## src/hw/rtl/brc_pkg.sv

```systemverilog
package brc_pkg;

  // Pixel and limit widths
  localparam int CH_BITS    = 8;
  localparam int LIMIT_BITS = 10;
  localparam int LANES      = 3;

  // Derived widths: channel sum, scaled divisor, running remainder, product
  localparam int SUM_BITS   = CH_BITS + 2;
  localparam int DSR_BITS   = SUM_BITS + CH_BITS - 1;
  localparam int REM_BITS   = DSR_BITS + 1;
  localparam int PROD_BITS  = CH_BITS + LIMIT_BITS;
  localparam int MUL_BITS   = (PROD_BITS > REM_BITS) ? PROD_BITS : REM_BITS;
  localparam int CMP_BITS   = (SUM_BITS > LIMIT_BITS) ? SUM_BITS : LIMIT_BITS;

  // One divider stage for each quotient bit
  localparam int DIV_STAGES = CH_BITS;

  // Lane numbering inside a pixel word
  localparam int LANE_RED   = 0;
  localparam int LANE_GREEN = 1;
  localparam int LANE_BLUE  = 2;

  typedef logic [CH_BITS-1:0]    chan_t;
  typedef logic [LIMIT_BITS-1:0] limit_t;
  typedef logic [SUM_BITS-1:0]   sum_t;
  typedef logic [DSR_BITS-1:0]   dsr_t;
  typedef logic [REM_BITS-1:0]   rem_t;
  typedef logic [MUL_BITS-1:0]   mul_t;

  localparam limit_t LIMIT_RESET = limit_t'(255);

  // Word that travels down the divider pipeline
  typedef struct packed {
    logic                    scaled;
    chan_t [LANES-1:0]       chan;
    rem_t  [LANES-1:0]       rem;
    chan_t [LANES-1:0]       quot;
    dsr_t                    dsr;
  } div_word_t;

endpackage

```

## src/hw/rtl/brc_if.sv

```systemverilog
// Input pixel channel
interface brc_pix_if;
  import brc_pkg::*;

  logic  valid;
  logic  ready;
  chan_t red_in;
  chan_t green_in;
  chan_t blue_in;

  modport source (output valid, output red_in, output green_in, output blue_in, input ready);
  modport sink   (input valid, input red_in, input green_in, input blue_in, output ready);
endinterface

// Result pixel channel
interface brc_res_if;
  import brc_pkg::*;

  logic  valid;
  logic  ready;
  chan_t red_out;
  chan_t green_out;
  chan_t blue_out;
  logic  was_scaled;

  modport source (output valid, output red_out, output green_out, output blue_out,
                  output was_scaled, input ready);
  modport sink   (input valid, input red_out, input green_out, input blue_out,
                  input was_scaled, output ready);
endinterface

```

## src/hw/rtl/brc_front.sv

```systemverilog
module brc_front (
  input  logic               clk,
  input  logic               rst_n,
  input  logic               up_vld,
  output logic               up_rdy,
  input  brc_pkg::chan_t     red,
  input  brc_pkg::chan_t     green,
  input  brc_pkg::chan_t     blue,
  input  brc_pkg::limit_t    limit,
  output logic               dn_vld,
  input  logic               dn_rdy,
  output brc_pkg::div_word_t dn_word
);
  import brc_pkg::*;

  // First stage: channel sum and the over-limit decision
  logic                a_vld_r, a_vld_nxt;
  logic                a_rdy;
  chan_t [LANES-1:0]   a_chan_r, a_chan_nxt;
  limit_t              a_limit_r, a_limit_nxt;
  sum_t                a_sum_r, a_sum_nxt;
  logic                a_scaled_r, a_scaled_nxt;
  sum_t                sum_c;

  // Second stage: products and the starting divider word
  logic                b_vld_r, b_vld_nxt;
  logic                b_rdy;
  div_word_t           b_word_r, b_word_nxt;
  mul_t  [LANES-1:0]   prod_c;

  assign sum_c = sum_t'(red) + sum_t'(green) + sum_t'(blue);

  // Stage A takes a word when empty or when stage B moves on
  always_comb begin
    a_rdy        = !a_vld_r || b_rdy;
    a_vld_nxt    = a_rdy ? up_vld : a_vld_r;
    a_chan_nxt   = a_chan_r;
    a_limit_nxt  = a_limit_r;
    a_sum_nxt    = a_sum_r;
    a_scaled_nxt = a_scaled_r;
    if (a_rdy && up_vld) begin
      a_chan_nxt[LANE_RED]   = red;
      a_chan_nxt[LANE_GREEN] = green;
      a_chan_nxt[LANE_BLUE]  = blue;
      a_limit_nxt            = limit;
      a_sum_nxt              = sum_c;
      a_scaled_nxt           = CMP_BITS'(sum_c) > CMP_BITS'(limit);
    end
  end

  assign up_rdy = a_rdy;

  // Each channel times the limit; the remainder starts at that product
  always_comb begin
    for (int k = 0; k < LANES; k++) begin
      prod_c[k] = mul_t'(a_chan_r[k]) * mul_t'(a_limit_r);
    end
  end

  always_comb begin
    b_rdy      = !b_vld_r || dn_rdy;
    b_vld_nxt  = b_rdy ? a_vld_r : b_vld_r;
    b_word_nxt = b_word_r;
    if (b_rdy && a_vld_r) begin
      b_word_nxt.scaled = a_scaled_r;
      b_word_nxt.chan   = a_chan_r;
      b_word_nxt.dsr    = {a_sum_r, {(CH_BITS-1){1'b0}}};
      for (int k = 0; k < LANES; k++) begin
        // A pass-through pixel carries a zero remainder to keep the divider tidy
        b_word_nxt.rem[k]  = a_scaled_r ? prod_c[k][REM_BITS-1:0] : '0;
        b_word_nxt.quot[k] = '0;
      end
    end
  end

  always_ff @(posedge clk) begin
    if (!rst_n) begin
      a_vld_r <= 1'b0;
      b_vld_r <= 1'b0;
    end else begin
      a_vld_r <= a_vld_nxt;
      b_vld_r <= b_vld_nxt;
    end
  end

  always_ff @(posedge clk) begin
    a_chan_r   <= a_chan_nxt;
    a_limit_r  <= a_limit_nxt;
    a_sum_r    <= a_sum_nxt;
    a_scaled_r <= a_scaled_nxt;
    b_word_r   <= b_word_nxt;
  end

  assign dn_vld  = b_vld_r;
  assign dn_word = b_word_r;

  // A word marked for scaling always has a sum above zero
  a_scaled_sum : assert property (@(posedge clk) disable iff (!rst_n)
    b_vld_r && b_word_r.scaled |-> b_word_r.dsr != '0)
    else $error("scaled word with zero divisor");

  // Stage A is never left holding a word that stage B could have taken
  a_front_flow : assert property (@(posedge clk) disable iff (!rst_n)
    a_vld_r && !b_vld_r |=> b_vld_r)
    else $error("front pipeline failed to advance");

  // Stalled downstream with both stages full keeps the input closed
  a_front_full : assert property (@(posedge clk) disable iff (!rst_n)
    a_vld_r && b_vld_r && !dn_rdy |-> !up_rdy)
    else $error("front accepted a word while full and stalled");

endmodule

```

## src/hw/rtl/brc_div_stage.sv

```systemverilog
module brc_div_stage (
  input  logic               clk,
  input  logic               rst_n,
  input  logic               up_vld,
  output logic               up_rdy,
  input  brc_pkg::div_word_t up_word,
  output logic               dn_vld,
  input  logic               dn_rdy,
  output brc_pkg::div_word_t dn_word
);
  import brc_pkg::*;

  logic              vld_r, vld_nxt;
  div_word_t         word_r, word_nxt;
  logic [LANES-1:0]  take;
  rem_t [LANES-1:0]  diff;

  // One restoring step per lane: compare against the scaled sum, subtract, shift
  always_comb begin
    for (int k = 0; k < LANES; k++) begin
      take[k] = up_word.rem[k] >= {1'b0, up_word.dsr};
      diff[k] = up_word.rem[k] - (take[k] ? {1'b0, up_word.dsr} : '0);
    end
  end

  always_comb begin
    up_rdy   = !vld_r || dn_rdy;
    vld_nxt  = up_rdy ? up_vld : vld_r;
    word_nxt = word_r;
    if (up_rdy && up_vld) begin
      word_nxt = up_word;
      for (int k = 0; k < LANES; k++) begin
        word_nxt.rem[k]  = {diff[k][DSR_BITS-1:0], 1'b0};
        word_nxt.quot[k] = {up_word.quot[k][CH_BITS-2:0], take[k]};
      end
    end
  end

  always_ff @(posedge clk) begin
    if (!rst_n) begin
      vld_r <= 1'b0;
    end else begin
      vld_r <= vld_nxt;
    end
  end

  always_ff @(posedge clk) begin
    word_r <= word_nxt;
  end

  assign dn_vld  = vld_r;
  assign dn_word = word_r;

  // The remainder stays below twice the scaled divisor, else a quotient bit was lost
  for (genvar k = 0; k < LANES; k++) begin : g_chk
    a_rem_bound : assert property (@(posedge clk) disable iff (!rst_n)
      vld_r && word_r.scaled |-> word_r.rem[k] < {word_r.dsr, 1'b0})
      else $error("divider remainder out of range");
  end

endmodule

```

## src/hw/rtl/rgb_total_brightness_clamp_unit.sv

```systemverilog
// Channel  Dir  Handshake          Word
// in_ch    in   valid/ready        red_in, green_in, blue_in
// out_ch   out  valid/ready        red_out, green_out, blue_out, was_scaled
// cfg      in   cfg_we (no ready)  cfg_data = clamp_limit
//
// One pixel enters per cycle unless every stage is full behind a stalled
// output. A taken pixel passes two front stages, then one divider stage per
// quotient bit. Reset is synchronous and clears all valid bits; the
// limit returns to 255. Each stage holds its word while the one after it is
// full and stalled, so empty stages fill up behind a stalled output.
module rgb_total_brightness_clamp_unit (
  input  logic              clk,
  input  logic              rst_n,
  brc_pix_if.sink           in_ch,
  brc_res_if.source         out_ch,
  input  logic              cfg_we,
  input  brc_pkg::limit_t   cfg_data
);
  import brc_pkg::*;

  limit_t                      clamp_limit_r, clamp_limit_nxt;
  logic      [DIV_STAGES:0]    vld;
  logic      [DIV_STAGES:0]    rdy;
  div_word_t [DIV_STAGES:0]    word;
  div_word_t                   last;

  // Limit register
  assign clamp_limit_nxt = cfg_we ? cfg_data : clamp_limit_r;

  always_ff @(posedge clk) begin
    if (!rst_n) begin
      clamp_limit_r <= LIMIT_RESET;
    end else begin
      clamp_limit_r <= clamp_limit_nxt;
    end
  end

  // Sum, compare and multiply
  brc_front u_front (
    .clk     (clk),
    .rst_n   (rst_n),
    .up_vld  (in_ch.valid),
    .up_rdy  (in_ch.ready),
    .red     (in_ch.red_in),
    .green   (in_ch.green_in),
    .blue    (in_ch.blue_in),
    .limit   (clamp_limit_r),
    .dn_vld  (vld[0]),
    .dn_rdy  (rdy[0]),
    .dn_word (word[0])
  );

  // Divider, one quotient bit per stage
  for (genvar s = 0; s < DIV_STAGES; s++) begin : g_div
    brc_div_stage u_stage (
      .clk     (clk),
      .rst_n   (rst_n),
      .up_vld  (vld[s]),
      .up_rdy  (rdy[s]),
      .up_word (word[s]),
      .dn_vld  (vld[s+1]),
      .dn_rdy  (rdy[s+1]),
      .dn_word (word[s+1])
    );
  end

  // Result word: quotient for scaled pixels, original channels otherwise
  assign last                = word[DIV_STAGES];
  assign rdy[DIV_STAGES]     = out_ch.ready;
  assign out_ch.valid        = vld[DIV_STAGES];
  assign out_ch.was_scaled   = last.scaled;
  assign out_ch.red_out      = last.scaled ? last.quot[LANE_RED]   : last.chan[LANE_RED];
  assign out_ch.green_out    = last.scaled ? last.quot[LANE_GREEN] : last.chan[LANE_GREEN];
  assign out_ch.blue_out     = last.scaled ? last.quot[LANE_BLUE]  : last.chan[LANE_BLUE];

  // A ready output opens the whole pipeline back to the input
  a_ready_chain : assert property (@(posedge clk) disable iff (!rst_n)
    out_ch.ready |-> in_ch.ready)
    else $error("input closed while output is ready");

  // No result word straight after reset
  a_reset_empty : assert property (@(posedge clk)
    !rst_n |=> !out_ch.valid)
    else $error("result word valid after reset");

  // A scaled channel never grows
  for (genvar k = 0; k < LANES; k++) begin : g_chk
    a_no_growth : assert property (@(posedge clk) disable iff (!rst_n)
      vld[DIV_STAGES] && last.scaled |-> last.quot[k] <= last.chan[k])
      else $error("scaled channel above its input");
  end

endmodule

```

## src/flat_wrapper.sv

```systemverilog
// flat-port wrapper written by rule: the top's interface ports become plain ports
module rgb_total_brightness_clamp_unit_flat import brc_pkg::*;
  (clk, rst_n, cfg_we, cfg_data, in_ch_valid, in_ch_red_in, in_ch_green_in, in_ch_blue_in, in_ch_ready, out_ch_valid, out_ch_red_out, out_ch_green_out, out_ch_blue_out, out_ch_was_scaled, out_ch_ready);
  brc_pix_if in_ch_i ();
  brc_res_if out_ch_i ();
  input  logic clk;
  input  logic rst_n;
  input  logic cfg_we;
  input  brc_pkg::limit_t cfg_data;
  input wire logic [$bits(in_ch_i.valid)-1:0] in_ch_valid;
  input wire logic [$bits(in_ch_i.red_in)-1:0] in_ch_red_in;
  input wire logic [$bits(in_ch_i.green_in)-1:0] in_ch_green_in;
  input wire logic [$bits(in_ch_i.blue_in)-1:0] in_ch_blue_in;
  output wire logic [$bits(in_ch_i.ready)-1:0] in_ch_ready;
  output wire logic [$bits(out_ch_i.valid)-1:0] out_ch_valid;
  output wire logic [$bits(out_ch_i.red_out)-1:0] out_ch_red_out;
  output wire logic [$bits(out_ch_i.green_out)-1:0] out_ch_green_out;
  output wire logic [$bits(out_ch_i.blue_out)-1:0] out_ch_blue_out;
  output wire logic [$bits(out_ch_i.was_scaled)-1:0] out_ch_was_scaled;
  input wire logic [$bits(out_ch_i.ready)-1:0] out_ch_ready;
  assign in_ch_i.valid = in_ch_valid;
  assign in_ch_i.red_in = in_ch_red_in;
  assign in_ch_i.green_in = in_ch_green_in;
  assign in_ch_i.blue_in = in_ch_blue_in;
  assign in_ch_ready = in_ch_i.ready;
  assign out_ch_valid = out_ch_i.valid;
  assign out_ch_red_out = out_ch_i.red_out;
  assign out_ch_green_out = out_ch_i.green_out;
  assign out_ch_blue_out = out_ch_i.blue_out;
  assign out_ch_was_scaled = out_ch_i.was_scaled;
  assign out_ch_i.ready = out_ch_ready;
  rgb_total_brightness_clamp_unit u_core (.clk(clk), .rst_n(rst_n), .in_ch(in_ch_i), .out_ch(out_ch_i), .cfg_we(cfg_we), .cfg_data(cfg_data));
endmodule
```

## config.mk

```make
export PLATFORM = sky130hd
export DESIGN_NAME = rgb_total_brightness_clamp_unit_flat
export DESIGN_NICKNAME = d
export VERILOG_FILES = /design/src/hw/rtl/brc_pkg.sv /design/src/hw/rtl/brc_if.sv /design/src/hw/rtl/brc_front.sv /design/src/hw/rtl/brc_div_stage.sv /design/src/hw/rtl/rgb_total_brightness_clamp_unit.sv /design/src/flat_wrapper.sv
export SDC_FILE = /design/constraint.sdc
export NUM_CORES = 2
export LEC_CHECK = 0
export BUFFER_PORTS_ARGS = -buffer_cell sky130_fd_sc_hd__buf_4
export CAP_MARGIN = 0
export CORE_UTILIZATION = 57
export CTS_CLUSTER_DIAMETER = 60
export DETAILED_ROUTE_END_ITERATION = 10
export GPL_TIMING_DRIVEN = 0
export PLACE_DENSITY = 0.74
export SLEW_MARGIN = 30
export SYNTH_ARGS = -nofsm -noshare
export SYNTH_HDL_FRONTEND = slang
export SYNTH_SLANG_ARGS = --single-unit
```

## constraint.sdc

```tcl
create_clock -name clk -period 11.55 [get_ports clk]
set_input_delay 0 -clock clk [delete_from_list [all_inputs] [get_ports clk]]
set_output_delay 0 -clock clk [all_outputs]
set_load 0.02 [all_outputs]
```

==> summary.txt <==
Clock network
  – Post-CTS Setup Inserts: 0
  – TritonCTS Buffers: 86
  – Htree depth: 3
  – Clock Tree Buf Depth: 3
  – CTS clk-pin slew, worst paths: 0.06 ns
  – CTS sink cnt: 826
  – Root buffer cell: clkbuf_16
  – Worst-Skew Late Latency: 0.68 ns
  – TritonCTS clock tree: done
  – Post-CTS sizing: 0

Yosys
  – Simple-Gate Fraction of Synth Area: 10.88%
  – Post-Synth Adder-Cell Area: 21.70%
  – Seq/Total Area, Yosys: 51.04%
  – Synth area leader: edfxtp_1
  – Yosys reg bits: 826
  – Post-synth ARST share: 0%
  – Mapped Cells: 3915
  – Yosys top cell area share: 50.21%
  – Top_reg_cell synth: edfxtp_1
  – Synth Area in Compound Gates: 8.246%
  – Synth area leaders: edfxtp_1 (50%), ha_1 (15%), fa_1 (6.9%)
  – Synthesized area: 48210 um^2
  – Multiplexer share of the synthesized area: 0.6437%
  – Synth Area in XOR/XNOR: 3.644%
  – Main combinational cell family by area after synthesis: adder cells
  – Count of cell types in the netlist: 69
  – Synth warnings: 0
  – Syn_nets: 4690
  – Number of synthesized flops with an enable pin: 806
  – Syn Area/Cell: 12.31 um^2

Floorplan
  – Rows: 106
  – Die X: 292.8 um
  – # IOs: 66
  – Initial Util: 57.61%
  – Die ar.: 85740 um^2
  – Core ar.: 83690 um^2
  – Chip Height: 292.8 um

Pwr
  – Clock share of power: 29.8%
  – Cell Int Power: 0.006377 W
  – Sequential Power Share: 39.2%
  – Power Total: 0.009334 W
  – Sw Share: 31.68%
  – Combinational share of power: 31.0%
  – Leak: 22.50 nW
  – NetSw: 0.002957 W
  – Maximum vdd drop: 0.2355 mV
  – P per Cell Area: 171.4 nW/um^2

Global routing
  – Largest net degree at the start of global routing: 31
  – Vias in the first global route: 30790
  – GRT Residual Overflow: 0
  – Initial antenna violation count: 1
  – Global-route usage over all layers: 25.35%
  – First-pass GRT wire length: 167.1 mm

Critical path
  – Crit Path Category: register to register
  – Max FO, Critical Path: 10
  – Worst Setup End Kind: register
  – CP startpoint kind: register
  – CP Data Arrival Time: 6.02 ns
  – Critical path required time: 11.94 ns

Timing
  – Clk_skew: 0.06254 ns
  – Fin crit period: 5.623 ns
  – Fmax: 0.1778 GHz
  – Rel. slew slack: 41.62%
  – Final slew viol count: 0
  – Count of final setup violators: 0
  – WHS: 0.1235 ns
  – Final hold violations: 0
  – Final worst path period share: 48.69%
  – Setup TNS: 0 ns
  – RSZ-0062 raised after global routing: no
  – Worst-margin pin slew: 0.8757 ns

Drt
  – Wire length per cell: 19.96 um
  – Initial DRC count: 1733
  – Pre-Repair DR Iteration Count: 5
  – Total Wirelength: 107.0 mm
  – Vias per inst: 5.584
  – DRC violations left: 0
  – Final ANT Viol Nets: 0
  – Via count: 29930

Final layout
  – Fill cell count: 6072
  – Area Overhead vs Synth: 12.97%
  – Multi-input gate area: 21830 um^2
  – Final #Nets: 4930
  – FF/Latch Area: 24600 um^2
  – Share of cells above drive strength 1: 6.984%
  – Most frequent cells in the layout: edfxtp_1 (806), ha_1 (569), inv_1 (432)
  – Commonest non-fill, non-tap cell in the layout: edfxtp_1

Flow run
  – Max cap viols: 0

Status
  – Status: finished, final reports clean

Placed design
  – I/O Buffers: 63
  – DP HPWL: 79.94 mm
  – GP Congestion: 0.9089

Min path
  – Worst min path class: input port to register
## kinds of logic (layout without fill, tap and decap cells)
| family | count (synthesis) | in the layout |
|---|---|---|
| other cells | 0 | 2 |
| compound gates | 632 | 632 |
| buf+inv | 484 | 793 |
| flops | 826 | 826 |
| simple gates | 1010 | 1010 |
| mux | 28 | 28 |
| xor+xnor | 199 | 199 |
| fa+ha+maj | 736 | 736 |
## path summary, 6_finish.rpt
| kind | startpoint | to | slack (ns) | cells after the start |
|---|---|---|---|---|
| setup reg to reg | u_core.u_front.a_limit_r[4]$_DFFE_PP_ | u_core.u_front.dn_word[76]$_SDFFCE_PN0P_ | 5.93 | 16 |
| setup / recovery | u_core.u_front.a_limit_r[4]$_DFFE_PP_ | u_core.u_front.dn_word[76]$_SDFFCE_PN0P_ | 5.93 | 16 |
| hold reg to reg | u_core.g_div[0].u_stage.dn_word[107]$_DFFE_PP_ | u_core.g_div[1].u_stage.dn_word[107]$_DFFE_PP_ | 0.36 | 0 |
| hold / removal | in_ch_green_in[0] | u_core.u_front.a_chan_r[8]$_DFFE_PP_ | 0.12 | 2 |
## flip-flops by register name, indices dropped and copies added (netlist names), 8 cells and up
register	cells
u_core.g_div.u_stage.dn_word	672
u_core.u_front.dn_word	89
u_core.u_front.a_chan_r	24
u_core.clamp_limit_r	10
u_core.u_front.a_limit_r	10
u_core.u_front.a_sum_r	10
u_core.g_div.u_stage.dn_vld	8
## what timing repair did
item	in CTS	in global routing
setup endpoints to repair	0	0
hold buffers	52	0
endpoints found under the hold margin	52	0
## stage by stage
stage / cell area [um^2] / std cells / setup WS, ns / util [%]
2_1_floorplan: 48210 / 3915 / 3.208 / -
3_3_place_gp: 50100 / 5112 / 0.1784 / 59.87
3_5_place_dp: 51050 / 5149 / 5.970 / 60.99
4_1_cts: 54450 / 5358 / 5.975 / 65.07
5_1_grt: 54450 / 5358 / 5.686 / 65.07
6_report: 54460 / 5360 / 5.927 / 65.07
## cell usage after synthesis (15+ instances only)
| master | number |
|---|---|
| a21oi_1 | 177 |
| edfxtp_1 | 806 |
| a211oi_1 | 25 |
| a21o_1 | 80 |
| o21a_1 | 27 |
| nor2_1 | 119 |
| nand3_1 | 17 |
| mux2_2 | 24 |
| xor2_1 | 78 |
| and3_1 | 16 |
| o211ai_1 | 15 |
| and2_1 | 274 |
| o21ai_0 | 155 |
| or3_1 | 16 |
| xnor2_1 | 120 |
| a31oi_1 | 30 |
| ha_1 | 569 |
| clkbuf_1 | 39 |
| nand2b_1 | 37 |
| dfxtp_1 | 20 |
| a21boi_0 | 30 |
| nor3_1 | 41 |
| fa_1 | 167 |
| nor2b_1 | 96 |
| inv_1 | 432 |
| nand2_1 | 326 |
## final cells by class
type | instances | area share (%)
repair buffers | 152 | 3.405
well taps | 1134 | 2.605
clock buffers | 97 | 4.064
diodes | 2 | 0.009190
flip-flops and latches | 826 | 45.18
clock inverters | 60 | 1.241
inverters | 434 | 2.991
multi-input cells | 2605 | 40.09
plain buffers | 50 | 0.4181
## power by group through the flow
stage | combinational, W | sequential (W) | clock [W]
final | 0.00289 | 0.00366 | 0.00278
after global routing | 0.00328 | 0.00366 | 0.00293
after CTS | 0.00291 | 0.00365 | 0.00282
after detailed placement | 0.00285 | 0.00372 | 0
after global placement | 0.00279 | 0.00373 | 0
after floorplan | 0.00217 | 0.00364 | 0
## per-layer routing
metal | vias to the layer above | track usage (%) | part of all wire (%)
li1 | 14330 | - | -
met1 | 14650 | 30.58 | 40
met2 | 726 | 45.87 | 52
met3 | 225 | 3.574 | 4.4
met4 | 0 | 9.488 | 3.7
met5 | - | 0 | 0
## worst max-delay path, stage by stage, from the launching register on
cell,delay [ns]
edfxtp_1,0.51
clkbuf_1,0.66
and2_1,0.25
fa_1,0.44
fa_1,0.52
fa_1,0.50
inv_1,0.06
fa_1,0.48
inv_1,0.05
ha_1,0.35
or4_1,0.53
o21ai_0,0.13
a211oi_1,0.10
o221ai_1,0.35
o21ai_1,0.14
xnor2_1,0.15
and2_1,0.17
No activity file was read; power rests on OpenSTA's default activity.
